### src/rtl/lrct_pkg.sv
// Package for the learned remote code table: field widths, opcodes,
// sequencer states and the divide-by-five reciprocal.
// No dependencies.
`default_nettype none

package lrct_pkg;

   localparam int FUNC_W  = 2;
   localparam int CHAN_W  = 2;
   localparam int CODE_W  = 24;
   localparam int PULSE_W = 16;
   localparam int MASK_W  = 3;
   localparam int ENTRY_W = CODE_W + PULSE_W;

   // t / 5 == (t * 52429) >> 18, exact for every 16-bit t
   localparam logic [PULSE_W-1:0] DIV5_RECIP = 16'd52429;
   localparam int DIV5_SHIFT = 18;
   localparam int PROD_W = 2 * PULSE_W;
   localparam int TOL_W  = PROD_W - DIV5_SHIFT;

   localparam logic [FUNC_W-1:0] FUNC_LEARN = 2'd1;
   localparam logic [FUNC_W-1:0] FUNC_CLEAR = 2'd2;

   typedef enum logic [2:0] {
      ST_IDLE,
      ST_SCAN,
      ST_DRAIN,
      ST_COMMIT,
      ST_RESP
   } state_type;

endpackage

`default_nettype wire

### src/rtl/lrct_if.sv
// Valid/ready channels for the learned remote code table.
// Depends on lrct_pkg for the payload widths.
`default_nettype none

interface lrct_req_if
   import lrct_pkg::*;
();
   logic                 valid;
   logic                 ready;
   logic [FUNC_W-1:0]    func;
   logic [CHAN_W-1:0]    channel;
   logic [CODE_W-1:0]    code_word;
   logic [PULSE_W-1:0]   pulse_time;

   modport source (output valid, func, channel, code_word, pulse_time, input ready);
   modport sink   (input valid, func, channel, code_word, pulse_time, output ready);
endinterface

interface lrct_rsp_if
   import lrct_pkg::*;
();
   logic                 valid;
   logic                 ready;
   logic [MASK_W-1:0]    match_mask;
   logic                 stored;

   modport source (output valid, match_mask, stored, input ready);
   modport sink   (input valid, match_mask, stored, output ready);
endinterface

`default_nettype wire

### src/rtl/learned_remote_code_table.sv
// Top level of the learned remote code table: per-channel code rings,
// slot scanner with a compare unit per channel, learn and clear.
// Depends on lrct_pkg and the channel interfaces in lrct_if.
`default_nettype none

// Usage
// -----
// req_port carries one item per valid/ready handshake: func (match, learn,
// clear), channel, code_word and pulse_time. rsp_port returns exactly one
// item per request: match_mask (bit per channel that held a matching entry
// before any update) and stored (learn wrote a new entry).
// Each channel keeps a ring of ENTRIES_PER_CHANNEL entries in its own RAM.
// The sequencer walks the slots one per cycle, all channels in parallel,
// through a three-stage compare path (RAM read, tolerance multiply by the
// reciprocal of five, window compare).
// An item is accepted only once the previous one has left the sequencer;
// its slot scan occupies the single RAM read port per channel.
// req ready is high only while the sequencer is idle.
// Reset clears the ring counts, so every channel starts empty; the RAM
// contents are not cleared, and an entry is never used before being written.
// A result sits in the output register until taken; if the sink stalls,
// the next item may still be accepted and scanned, and it waits for the
// output register to free before its result is loaded.
module learned_remote_code_table_core
   import lrct_pkg::*;
#(
   parameter int ENTRIES_PER_CHANNEL = 14,
   parameter int CHANNELS            = 3
) (
   input  wire logic   clock,
   input  wire logic   reset,
   lrct_req_if.sink    req_port,
   lrct_rsp_if.source  rsp_port
);

   localparam int AW   = (ENTRIES_PER_CHANNEL > 1) ? $clog2(ENTRIES_PER_CHANNEL) : 1;
   localparam int SW   = $clog2(ENTRIES_PER_CHANNEL + 1);
   localparam int CNTW = $clog2(2 * ENTRIES_PER_CHANNEL + 1);
   localparam int SELW = 3;   // wide enough to name every channel index

   localparam logic [CNTW-1:0] EPC_C   = CNTW'(ENTRIES_PER_CHANNEL);
   localparam logic [CNTW-1:0] WRAP_C  = CNTW'(2 * ENTRIES_PER_CHANNEL);
   localparam logic [SW-1:0]   LAST_SL = SW'(ENTRIES_PER_CHANNEL - 1);

   // sequencer
   state_type state_ff, state_in;
   logic [SW-1:0] slot_ff, slot_in;
   logic req_fire, out_free;

   // captured item
   logic [FUNC_W-1:0]  func_ff;
   logic [CHAN_W-1:0]  chan_ff;
   logic [CODE_W-1:0]  code_ff;
   logic [PULSE_W-1:0] pulse_ff;

   // compare pipeline
   logic                s1_v_ff, s2_v_ff;
   logic [CHANNELS-1:0] lim1_ff, lim1_in;
   logic [CHANNELS-1:0] eq2_ff, eq2_in;
   logic [CHANNELS-1:0] hit_ff, hit2;
   logic [ENTRY_W-1:0]  rd_ff  [CHANNELS];
   logic [PULSE_W-1:0]  t2_ff  [CHANNELS];
   logic [TOL_W-1:0]    tol2_ff[CHANNELS];
   logic [TOL_W-1:0]    tol1   [CHANNELS];

   // ring state
   logic [CNTW-1:0]     count_ff[CHANNELS];
   logic [CNTW-1:0]     count_in[CHANNELS];
   logic [AW-1:0]       wr_addr [CHANNELS];
   logic [CHANNELS-1:0] wr_en, learn_sel, clear_sel;
   logic [AW-1:0]       rd_addr;
   logic [ENTRY_W-1:0]  wr_data;

   // result
   logic              stored_ff, stored_in;
   logic              rsp_valid_ff, rsp_valid_in;
   logic [MASK_W-1:0] rsp_mask_ff, mask_now;
   logic              rsp_stored_ff;

   assign req_fire = req_port.valid && req_port.ready;
   assign out_free = !rsp_valid_ff || rsp_port.ready;
   assign rd_addr  = slot_ff[AW-1:0];
   assign wr_data  = {code_ff, pulse_ff};

   // ---------------- sequencer ----------------
   always_comb begin
      state_in = state_ff;
      unique case (state_ff)
         ST_IDLE:   if (req_port.valid) state_in = ST_SCAN;
         ST_SCAN:   if (slot_ff == LAST_SL) state_in = ST_DRAIN;
         ST_DRAIN:  if (!s1_v_ff && !s2_v_ff) state_in = ST_COMMIT;
         ST_COMMIT: state_in = ST_RESP;
         ST_RESP:   if (out_free) state_in = ST_IDLE;
         default:   state_in = ST_IDLE;
      endcase
   end

   always_comb begin
      req_port.ready = 1'b0;
      slot_in        = slot_ff;
      unique case (state_ff)
         ST_IDLE: begin
            req_port.ready = 1'b1;
            slot_in        = '0;
         end
         ST_SCAN:   slot_in = slot_ff + SW'(1);
         ST_DRAIN,
         ST_COMMIT,
         ST_RESP:   slot_in = slot_ff;
         default:   slot_in = '0;
      endcase
   end

   always_ff @(posedge clock) begin
      if (reset) begin
         state_ff <= ST_IDLE;
         slot_ff  <= '0;
         s1_v_ff  <= 1'b0;
         s2_v_ff  <= 1'b0;
      end else begin
         state_ff <= state_in;
         slot_ff  <= slot_in;
         s1_v_ff  <= (state_ff == ST_SCAN);
         s2_v_ff  <= s1_v_ff;
      end
   end

   always_ff @(posedge clock) begin
      if (req_fire) begin
         func_ff  <= req_port.func;
         chan_ff  <= req_port.channel;
         code_ff  <= req_port.code_word;
         pulse_ff <= req_port.pulse_time;
      end
   end

   // ---------------- per-channel ring and compare unit ----------------
   for (genvar c = 0; c < CHANNELS; c++) begin : g_chan
      logic [ENTRY_W-1:0] mem [ENTRIES_PER_CHANNEL];
      logic [CNTW-1:0]    lim, v_adj, slot_w;
      logic [PROD_W-1:0]  prod;
      logic [PULSE_W:0]   hi_bound;
      logic [PULSE_W-1:0] lo_bound;
      logic               sel;

      // valid slots are 0 .. min(count, depth) - 1
      assign lim        = (count_ff[c] > EPC_C) ? EPC_C : count_ff[c];
      assign lim1_in[c] = CNTW'(slot_ff) < lim;

      always_ff @(posedge clock) begin
         if (wr_en[c]) mem[wr_addr[c]] <= wr_data;
         rd_ff[c] <= mem[rd_addr];
      end

      // stage 1: code compare, T/5 by reciprocal multiply
      assign prod      = PROD_W'(rd_ff[c][PULSE_W-1:0]) * PROD_W'(DIV5_RECIP);
      assign tol1[c]   = prod[PROD_W-1:DIV5_SHIFT];
      assign eq2_in[c] = lim1_ff[c] && (rd_ff[c][ENTRY_W-1:PULSE_W] == code_ff);

      always_ff @(posedge clock) begin
         lim1_ff[c] <= lim1_in[c];
         eq2_ff[c]  <= eq2_in[c];
         t2_ff[c]   <= rd_ff[c][PULSE_W-1:0];
         tol2_ff[c] <= tol1[c];
      end

      // stage 2: open window T - T/5 < P < T + T/5, upper sum kept 17 bits
      assign hi_bound = (PULSE_W+1)'(t2_ff[c]) + (PULSE_W+1)'(tol2_ff[c]);
      assign lo_bound = t2_ff[c] - PULSE_W'(tol2_ff[c]);
      assign hit2[c]  = eq2_ff[c] && ((PULSE_W+1)'(pulse_ff) < hi_bound)
                        && (pulse_ff > lo_bound);

      // ring update: fold the count back by one ring once it reaches 2x depth
      assign sel          = ({1'b0, chan_ff} == SELW'(c));
      assign learn_sel[c] = (func_ff == FUNC_LEARN) && sel && !hit_ff[c];
      assign clear_sel[c] = (func_ff == FUNC_CLEAR) && sel;
      assign v_adj        = (count_ff[c] >= WRAP_C) ? count_ff[c] - EPC_C : count_ff[c];
      assign slot_w       = (v_adj >= EPC_C) ? v_adj - EPC_C : v_adj;
      assign wr_addr[c]   = slot_w[AW-1:0];
      assign wr_en[c]     = (state_ff == ST_COMMIT) && learn_sel[c];

      always_comb begin
         count_in[c] = count_ff[c];
         if (state_ff == ST_COMMIT) begin
            priority if (learn_sel[c]) count_in[c] = v_adj + CNTW'(1);
            else if (clear_sel[c])     count_in[c] = '0;
         end
      end

      always_ff @(posedge clock) begin
         if (reset) count_ff[c] <= '0;
         else       count_ff[c] <= count_in[c];
      end
   end

   // hit vector: cleared per item, collects the compare stage
   always_ff @(posedge clock) begin
      if (req_fire)     hit_ff <= '0;
      else if (s2_v_ff) hit_ff <= hit_ff | hit2;
   end

   // ---------------- result ----------------
   for (genvar i = 0; i < MASK_W; i++) begin : g_mask
      if (i < CHANNELS) begin : g_on
         assign mask_now[i] = hit_ff[i];
      end else begin : g_off
         assign mask_now[i] = 1'b0;
      end
   end

   assign stored_in = (state_ff == ST_COMMIT) ? |learn_sel : stored_ff;

   always_ff @(posedge clock) begin
      stored_ff <= stored_in;
   end

   always_comb begin
      rsp_valid_in = rsp_valid_ff && !rsp_port.ready;
      if (state_ff == ST_RESP && out_free) rsp_valid_in = 1'b1;
   end

   always_ff @(posedge clock) begin
      if (reset) rsp_valid_ff <= 1'b0;
      else       rsp_valid_ff <= rsp_valid_in;
   end

   always_ff @(posedge clock) begin
      if (state_ff == ST_RESP && out_free) begin
         rsp_mask_ff   <= mask_now;
         rsp_stored_ff <= stored_ff;
      end
   end

   assign rsp_port.valid      = rsp_valid_ff;
   assign rsp_port.match_mask = rsp_mask_ff;
   assign rsp_port.stored     = rsp_stored_ff;

   // ---------------- checks ----------------
   a_commit_drained: assert property (@(posedge clock) disable iff (reset)
      (state_ff == ST_COMMIT) |-> (!s1_v_ff && !s2_v_ff))
      else $error("ring update with compare pipeline still busy");

   a_commit_once: assert property (@(posedge clock) disable iff (reset)
      (state_ff == ST_COMMIT) |=> (state_ff == ST_RESP))
      else $error("ring update not followed by result stage");

   a_single_write: assert property (@(posedge clock) disable iff (reset)
      $onehot0(wr_en))
      else $error("learn wrote more than one channel");

   a_stage_order: assert property (@(posedge clock) disable iff (reset)
      s2_v_ff |-> $past(s1_v_ff))
      else $error("compare stage without a preceding read");

   a_count_bound: assert property (@(posedge clock) disable iff (reset)
      count_ff[0] <= WRAP_C)
      else $error("ring count beyond twice the depth");

endmodule

`default_nettype wire
### src/flat_wrapper.sv
// flat-port wrapper written by rule: the top's interface ports become plain ports
module learned_remote_code_table_core_flat import lrct_pkg::*;
#(
   parameter int ENTRIES_PER_CHANNEL = 14,
   parameter int CHANNELS            = 3
)
  (clock, reset, req_port_valid, req_port_func, req_port_channel, req_port_code_word, req_port_pulse_time, req_port_ready, rsp_port_valid, rsp_port_match_mask, rsp_port_stored, rsp_port_ready);
  lrct_req_if req_port_i ();
  lrct_rsp_if rsp_port_i ();
  input  wire logic clock;
  input  wire logic reset;
  input wire logic [$bits(req_port_i.valid)-1:0] req_port_valid;
  input wire logic [$bits(req_port_i.func)-1:0] req_port_func;
  input wire logic [$bits(req_port_i.channel)-1:0] req_port_channel;
  input wire logic [$bits(req_port_i.code_word)-1:0] req_port_code_word;
  input wire logic [$bits(req_port_i.pulse_time)-1:0] req_port_pulse_time;
  output wire logic [$bits(req_port_i.ready)-1:0] req_port_ready;
  output wire logic [$bits(rsp_port_i.valid)-1:0] rsp_port_valid;
  output wire logic [$bits(rsp_port_i.match_mask)-1:0] rsp_port_match_mask;
  output wire logic [$bits(rsp_port_i.stored)-1:0] rsp_port_stored;
  input wire logic [$bits(rsp_port_i.ready)-1:0] rsp_port_ready;
  assign req_port_i.valid = req_port_valid;
  assign req_port_i.func = req_port_func;
  assign req_port_i.channel = req_port_channel;
  assign req_port_i.code_word = req_port_code_word;
  assign req_port_i.pulse_time = req_port_pulse_time;
  assign req_port_ready = req_port_i.ready;
  assign rsp_port_valid = rsp_port_i.valid;
  assign rsp_port_match_mask = rsp_port_i.match_mask;
  assign rsp_port_stored = rsp_port_i.stored;
  assign rsp_port_i.ready = rsp_port_ready;
  learned_remote_code_table_core #(.ENTRIES_PER_CHANNEL(ENTRIES_PER_CHANNEL), .CHANNELS(CHANNELS)) u_core (.clock(clock), .reset(reset), .req_port(req_port_i), .rsp_port(rsp_port_i));
endmodule
### config.mk
export PLATFORM = sky130hd
export DESIGN_NAME = learned_remote_code_table_core_flat
export DESIGN_NICKNAME = d
export VERILOG_FILES = /design/src/rtl/lrct_pkg.sv /design/src/rtl/lrct_if.sv /design/src/rtl/learned_remote_code_table.sv /design/src/flat_wrapper.sv
export SDC_FILE = /design/constraint.sdc
export NUM_CORES = 2
export LEC_CHECK = 0
export ABC_AREA = 1
export BUFFER_PORTS_ARGS = -buffer_cell sky130_fd_sc_hd__buf_2
export CAP_MARGIN = 15
export CORE_MARGIN = 3
export CORE_UTILIZATION = 30
export CTS_CLUSTER_DIAMETER = 200
export CTS_CLUSTER_SIZE = 8
export DETAILED_ROUTE_END_ITERATION = 16
export PLACE_DENSITY = 0.46
export SLEW_MARGIN = 20
export SYNTH_ARGS = -nofsm -noshare
export SYNTH_HDL_FRONTEND = slang
export SYNTH_SLANG_ARGS = --single-unit
### constraint.sdc
create_clock -name clock -period 4.91 [get_ports clock]
set_clock_uncertainty 0.05 [all_clocks]
set_input_delay 0.2455 -clock clock [delete_from_list [all_inputs] [get_ports clock]]
set_output_delay 0.2455 -clock clock [all_outputs]
set_load 0.01 [all_outputs]
-- Yosys cells after proc, flatten, opt, wreduce, memory -nomap -nowiden
Memory sizes are Yosys's and may differ from the RTL's. A register that Yosys moved wholly into a read port is not among the register bits.
Cells that the tools add are included.
- $add $sub $neg: 16
- multipliers: 3
- order comparisons: 18
- equality and inequality tests: 16
- multiplexer cells: 44
- bitwise gates (word level): 4
- reduce and logical (&&, ||, !) cells: 38
- operators with widths (kind ; count):
    $mul 16x16->32 const B ; 3
    $mux 5 ; 18
    $eq 24x24->1 ; 3
    $add 16x14->17 ; 3
    $lt 16x17->1 ; 3
    $gt 16x16->1 ; 3
    $sub 16x14->16 ; 3
    $mux 4 ; 9
    $logic_and 1x1->1 ; 25
    $add 5x1->5 const B ; 3
    $ge 5x4->1 const B ; 3
    $ge 5x5->1 const B ; 3
    $gt 5x4->1 const B ; 3
    $lt 4x5->1 ; 3
    $pmux 3 s5 ; 1
    $sub 5x4->5 const B ; 3
    $mux 3 ; 4
    $sub 4x4->4 const B ; 3
    $mux 1 ; 11
    $pmux 4 s2 ; 1
    $logic_not 1->1 ; 7
    $eq 3x2->1 const B ; 2
    $ne 2x1->1 const B ; 3
    $reduce_or 3->1 ; 2
    other kinds (13) ; 17
- flip-flop bits (word level): 68
- bits in writable memories: 1905
- input bits: 48
- output and inout port bits: 6
- word-level logic and storage cells: 165
- memories kept: 7
- memory list (memory ; depth ; bits a word ; read ports ; clocked after Yosys merged registers in ; wr ports ; line ; RTL):
    u_core.g_chan[0].mem ; 14 ; 40 ; 1 ; 1 ; 1 ; learned_remote_code_table.sv:139 ; logic [ENTRY_W-1:0] mem [ENTRIES_PER_CHANNEL];
    u_core.g_chan[1].mem ; 14 ; 40 ; 1 ; 1 ; 1 ; learned_remote_code_table.sv:139 ;
    u_core.g_chan[2].mem ; 14 ; 40 ; 1 ; 1 ; 1 ; learned_remote_code_table.sv:139 ;
    u_core.rd_ff ; 3 ; 40 ; 3 ; 0 ; 3 ; learned_remote_code_table.sv:61 ; logic [ENTRY_W-1:0] rd_ff [CHANNELS];
    u_core.t2_ff ; 3 ; 16 ; 3 ; 0 ; 3 ; learned_remote_code_table.sv:62 ; logic [PULSE_W-1:0] t2_ff [CHANNELS];
    u_core.tol2_ff ; 3 ; 14 ; 3 ; 0 ; 3 ; learned_remote_code_table.sv:63 ; logic [TOL_W-1:0] tol2_ff[CHANNELS];
    1 more memories ; -- ; -- ; -- ; -- ; -- ; -- ;

-- Depth between registers and ports, before layout
An unclocked memory read counts as a cell.
- depth in word-level cells: 7
- mapped depth: 27
- depth with buffers taken out: 26

-- Worst setup path before layout
OpenSTA, ideal clock, no wires.
- path type: flip-flop to flip-flop
- start: memory u_core.rd_ff[0][5] (netlist bit)
- end: memory u_core.tol2_ff[0][9] (netlist bit)
- library setup time: 0.120 ns
- arrival time: 4.532 ns
- data required time: 4.740 ns
- slack: 0.208 ns
- stages on the path, launching flop included: 21
- path buffers: 0
- clock period less this slack: 4.702 ns
- cells stage by stage: dfxtp_1 ha_1 xor2_1 ha_1 fa_1 inv_1 fa_1 inv_1 fa_1 inv_1 fa_1 inv_1 ha_1 nand2_1 nor2_1 inv_1 nor3_1 nand3_1 o21ai_0 a21oi_1 xnor2_1
- RTL lines (element ; line):
    from (decl) ; learned_remote_code_table.sv:61
    to (decl) ; learned_remote_code_table.sv:63

==> results.md <==
* Clk buf depth at 4
* Final Hold Viols at 0
* R2R Path End: u_core.tol2_ff[0][35]
* Synth warn at 0
* Maxcap violations at 0
* Vias in the first global route at between 60000 and 70000
* Met3 WL at 14.4 mm
* Routed WL per cell at 22.8 µm
* Vias/cell at 4.96
* Clk pin slew, worst setup/hold paths at approximately 0.060 ns
* Yosys top cell by area: edfxtp_1
* Cells after Synth at 8067
* Met2 Routed Length at 136 mm
* Filler cells at 30700
* Final period util at 96.5%
* I/O pin cnt at 54
* Worst Path Max Fanout at 5
* Commonest cells in the netlist: edfxtp_1, nor2_1, o21ai_0, nand2_1, inv_1
* Worst Hold Depth at 2
* # port buffers at 53
* Count of state elements after synthesis at 1977
* Layout cell share with drive strength beyond 1 at 9.75%
* Max Freq at 211 MHz
* Layout Area Growth over Synthesis at 17.6%
* Syn avg cell area at 11.7 µm²
* Max-slew violations at 0
* Worst slew pin tran at ~1.2 ns
* Largest net degree at the start of global routing at 173
* Top FF cell, synth: edfxtp_1
* End of the worst hold path: u_core.pulse_ff[12]
* # setup viols final at 0
* Number of routed nets with antenna violations at 0
* Worst Path Required at 5.66 ns
* Top layer in use: met5
* Detail Placement HPWL at 174 mm
* DR pass1 iterations at 5
* GPL Wtd Cong at 0.866
* CTS HTree Levels at 5
* Most area-consuming cells after synthesis: edfxtp_1, ha_1, dfxtp_1
* Initial core utilization at 30.2%
* Global-route wire length before repair at 424 mm
* CTS root buf: clkbuf_16
* Synth top area share at 55.0%
* Worst skew pair latency at 0.90 ns
* Util after Layout at approximately 36%
* Sequential cell area at approximately 57000 µm²
* Worst EP arrival at 5.49 ns
* Core Area at 312000 µm²
* Startpoint Class: flop
* Hold path start: req_port_pulse_time[12]
* CTS tree: yes
* Min cycle time layout at 4.74 ns
* Synth cell types at 55
* Die Span Y at about 570 µm
* Status: finished clean
* Residual DRC at 0
* Final #Nets at a little over 9000
* DR vias at 63200
* Count leader, synth: edfxtp_1
* Total grt overflow at 0
* CTS Sinks at 1977
* CP max stage delay at 0.53 ns
* Asr flop ratio synth at 0%
* Fin Setup TNS at 0 ns
* DIE WIDTH at 567 µm
* Met1 WL at between 100 and 150 mm
* Mapped Nets at 8952
* R2R Path Start: u_core.rd_ff[0][82]
* Critical-path cell list: ha_1, inv_1, fa_1, inv_1, fa_1, fa_1, fa_1, inv_1, fa_1, inv_1, ha_4, nand2_2, nor2_1, inv_1, nor2_2, nand3_1, o211ai_1, xor2_1
* Mapped cell area at ~94000 µm²
* Slew Limit Headroom at 19.1%
* 1st-iter DRT viols at ~4700
* Global Route Usage Sum at 17.6%
* Post-synth EDFFs at 1729
* Wirelength, routed at 290 mm
* Flop2flop setup slack at 0.17 ns
* Reg2reg path depth at 18
* Register area share after synthesis at 60.3%
* Multi-input logic area at around 34000 µm²
* Row cnt at 205
* Number of buffers created by CTS at just under 300
* Die Footprint at 321000 µm²
* Initial antenna violation count at 19
* Slowest CP cell: fa_1
* Setup crit end kind: flop
* HP Class: input pin to flop
* Critical path class: flop to flop
==> worst max-delay path: cells and delay by family, from the launching register on <==
| kind | cells | cell delay, ns |
|---|---|---|
| xor+xnor | 1 | 0.18 |
| buf+inv | 5 | 0.32 |
| simple gates | 4 | 0.42 |
| fa+ha+maj | 7 | 2.96 |
| flops | 1 | 0.38 |
| compound gates | 1 | 0.34 |
==> state kept, by name, summed over array words and instances, names as in the netlist, 2 cells and up, named ones only <==
register / count
u_core.eq2_ff: 3
u_core.t2_ff: 48
u_core.rd_addr: 4
u_core.lim1_ff: 3
u_core.state_ff: 3
u_core.g_chan.mem: 1680
u_core.rsp_port.match_mask: 3
u_core.rd_ff: 120
u_core.hit_ff: 3
u_core.pulse_ff: 16
u_core.tol2_ff: 42
u_core.code_ff: 24
u_core.chan_ff: 2
u_core.func_ff: 2
u_core.count_ff: 15
==> metrics by stage <==
stage               instance area, µm²  std cells  setup WS (ns)  hold WS (ns)
CTS                             111000      12700        0.00832        0.0367
detailed placement              102000      12200        0.00236         0.324
floorplan                        94400       8067          0.208         0.265
global route                    111000      12700        -0.0303        0.0538
global placement                102000      12200         0.0333         0.321
finish                          111000      12700          0.173         0.100
==> cells by family after synthesis <==
| group | share of synthesized area (%) |
|---|---|
| buffers and inverters | 4.57 |
| and+or+nand+nor | 9.46 |
| AOI/OAI and AO/OA | 11.2 |
| DFF | 60.3 |
| adders and majority gates | 13.0 |
| xor gates and xnor gates | 1.48 |
==> repair_timing <==
action	CTS	global route
endpoints found under the hold margin	112	0
buffers inserted	0	2
setup endpoints to repair	0	34
hold buffers	78	0
gates resized for setup	0	79
==> cell type report <==
| cell class | count | area share [%] |
|---|---|---|
| sequential | 1977 | 51.3 |
| multi-input combinational | 4960 | 30.4 |
| clock buffer | 452 | 7.38 |
| tap | 4140 | 4.67 |
| timing repair buffer | 438 | 3.54 |
| inverter | 762 | 2.60 |
| clock inverter | 7 | 0.0812 |
| antenna | 4 | 0.00902 |
==> cells in the final DEF (no fill, tap or decap), types with 9 or more instances in the layout <==
cell type,instances
nor4_1,18
ha_4,10
inv_1,753
o21ai_0,870
nor2_1,947
o211ai_1,48
buf_2,53
a31oi_1,29
a21o_1,33
or2_2,11
nor3_1,23
o21bai_1,27
o21ai_1,25
xnor2_1,25
buf_4,260
ha_1,576
o221ai_1,271
clkbuf_16,305
nand4_1,24
a221oi_1,11
edfxtp_1,1729
o31ai_1,9
nand2_2,13
fa_1,242
dlygate4sd3_1,78
a21oi_1,293
clkbuf_1,146
buf_12,46
nor2_4,41
nand3_1,321
o22ai_1,105
nand2_1,753
dfxtp_1,231
dfxtp_2,13
o21ai_2,9
xor2_1,130
==> layer usage <==
metal | up-vias | GRT usage, %
li1 | 29400 | -
met5 | - | 0
met3 | 490 | 2.63
met2 | 1631 | 28.7
met1 | 31700 | 23.9
met4 | 4 | 5.68
==> worst max-delay path by stage <==
stage,slack (ns),depth (start not counted),from,endpoint
2_1_floorplan,0.21,20,u_core.rd_ff[0][5],u_core.tol2_ff[0][9]
3_3_place_gp,0.03,18,u_core.rd_ff[0][4],u_core.tol2_ff[0][13]
3_5_place_dp,0.002,18,u_core.rd_ff[0][83],u_core.tol2_ff[0][35]
4_1_cts,0.008,18,u_core.rd_ff[0][83],u_core.tol2_ff[0][35]
5_1_grt,-0.03,18,u_core.rd_ff[0][82],u_core.tol2_ff[0][41]
6_report,0.17,18,u_core.rd_ff[0][82],u_core.tol2_ff[0][35]
Power is not shown: default switching activity piles up to over one toggle a cycle in this logic, so the estimate is an artifact.
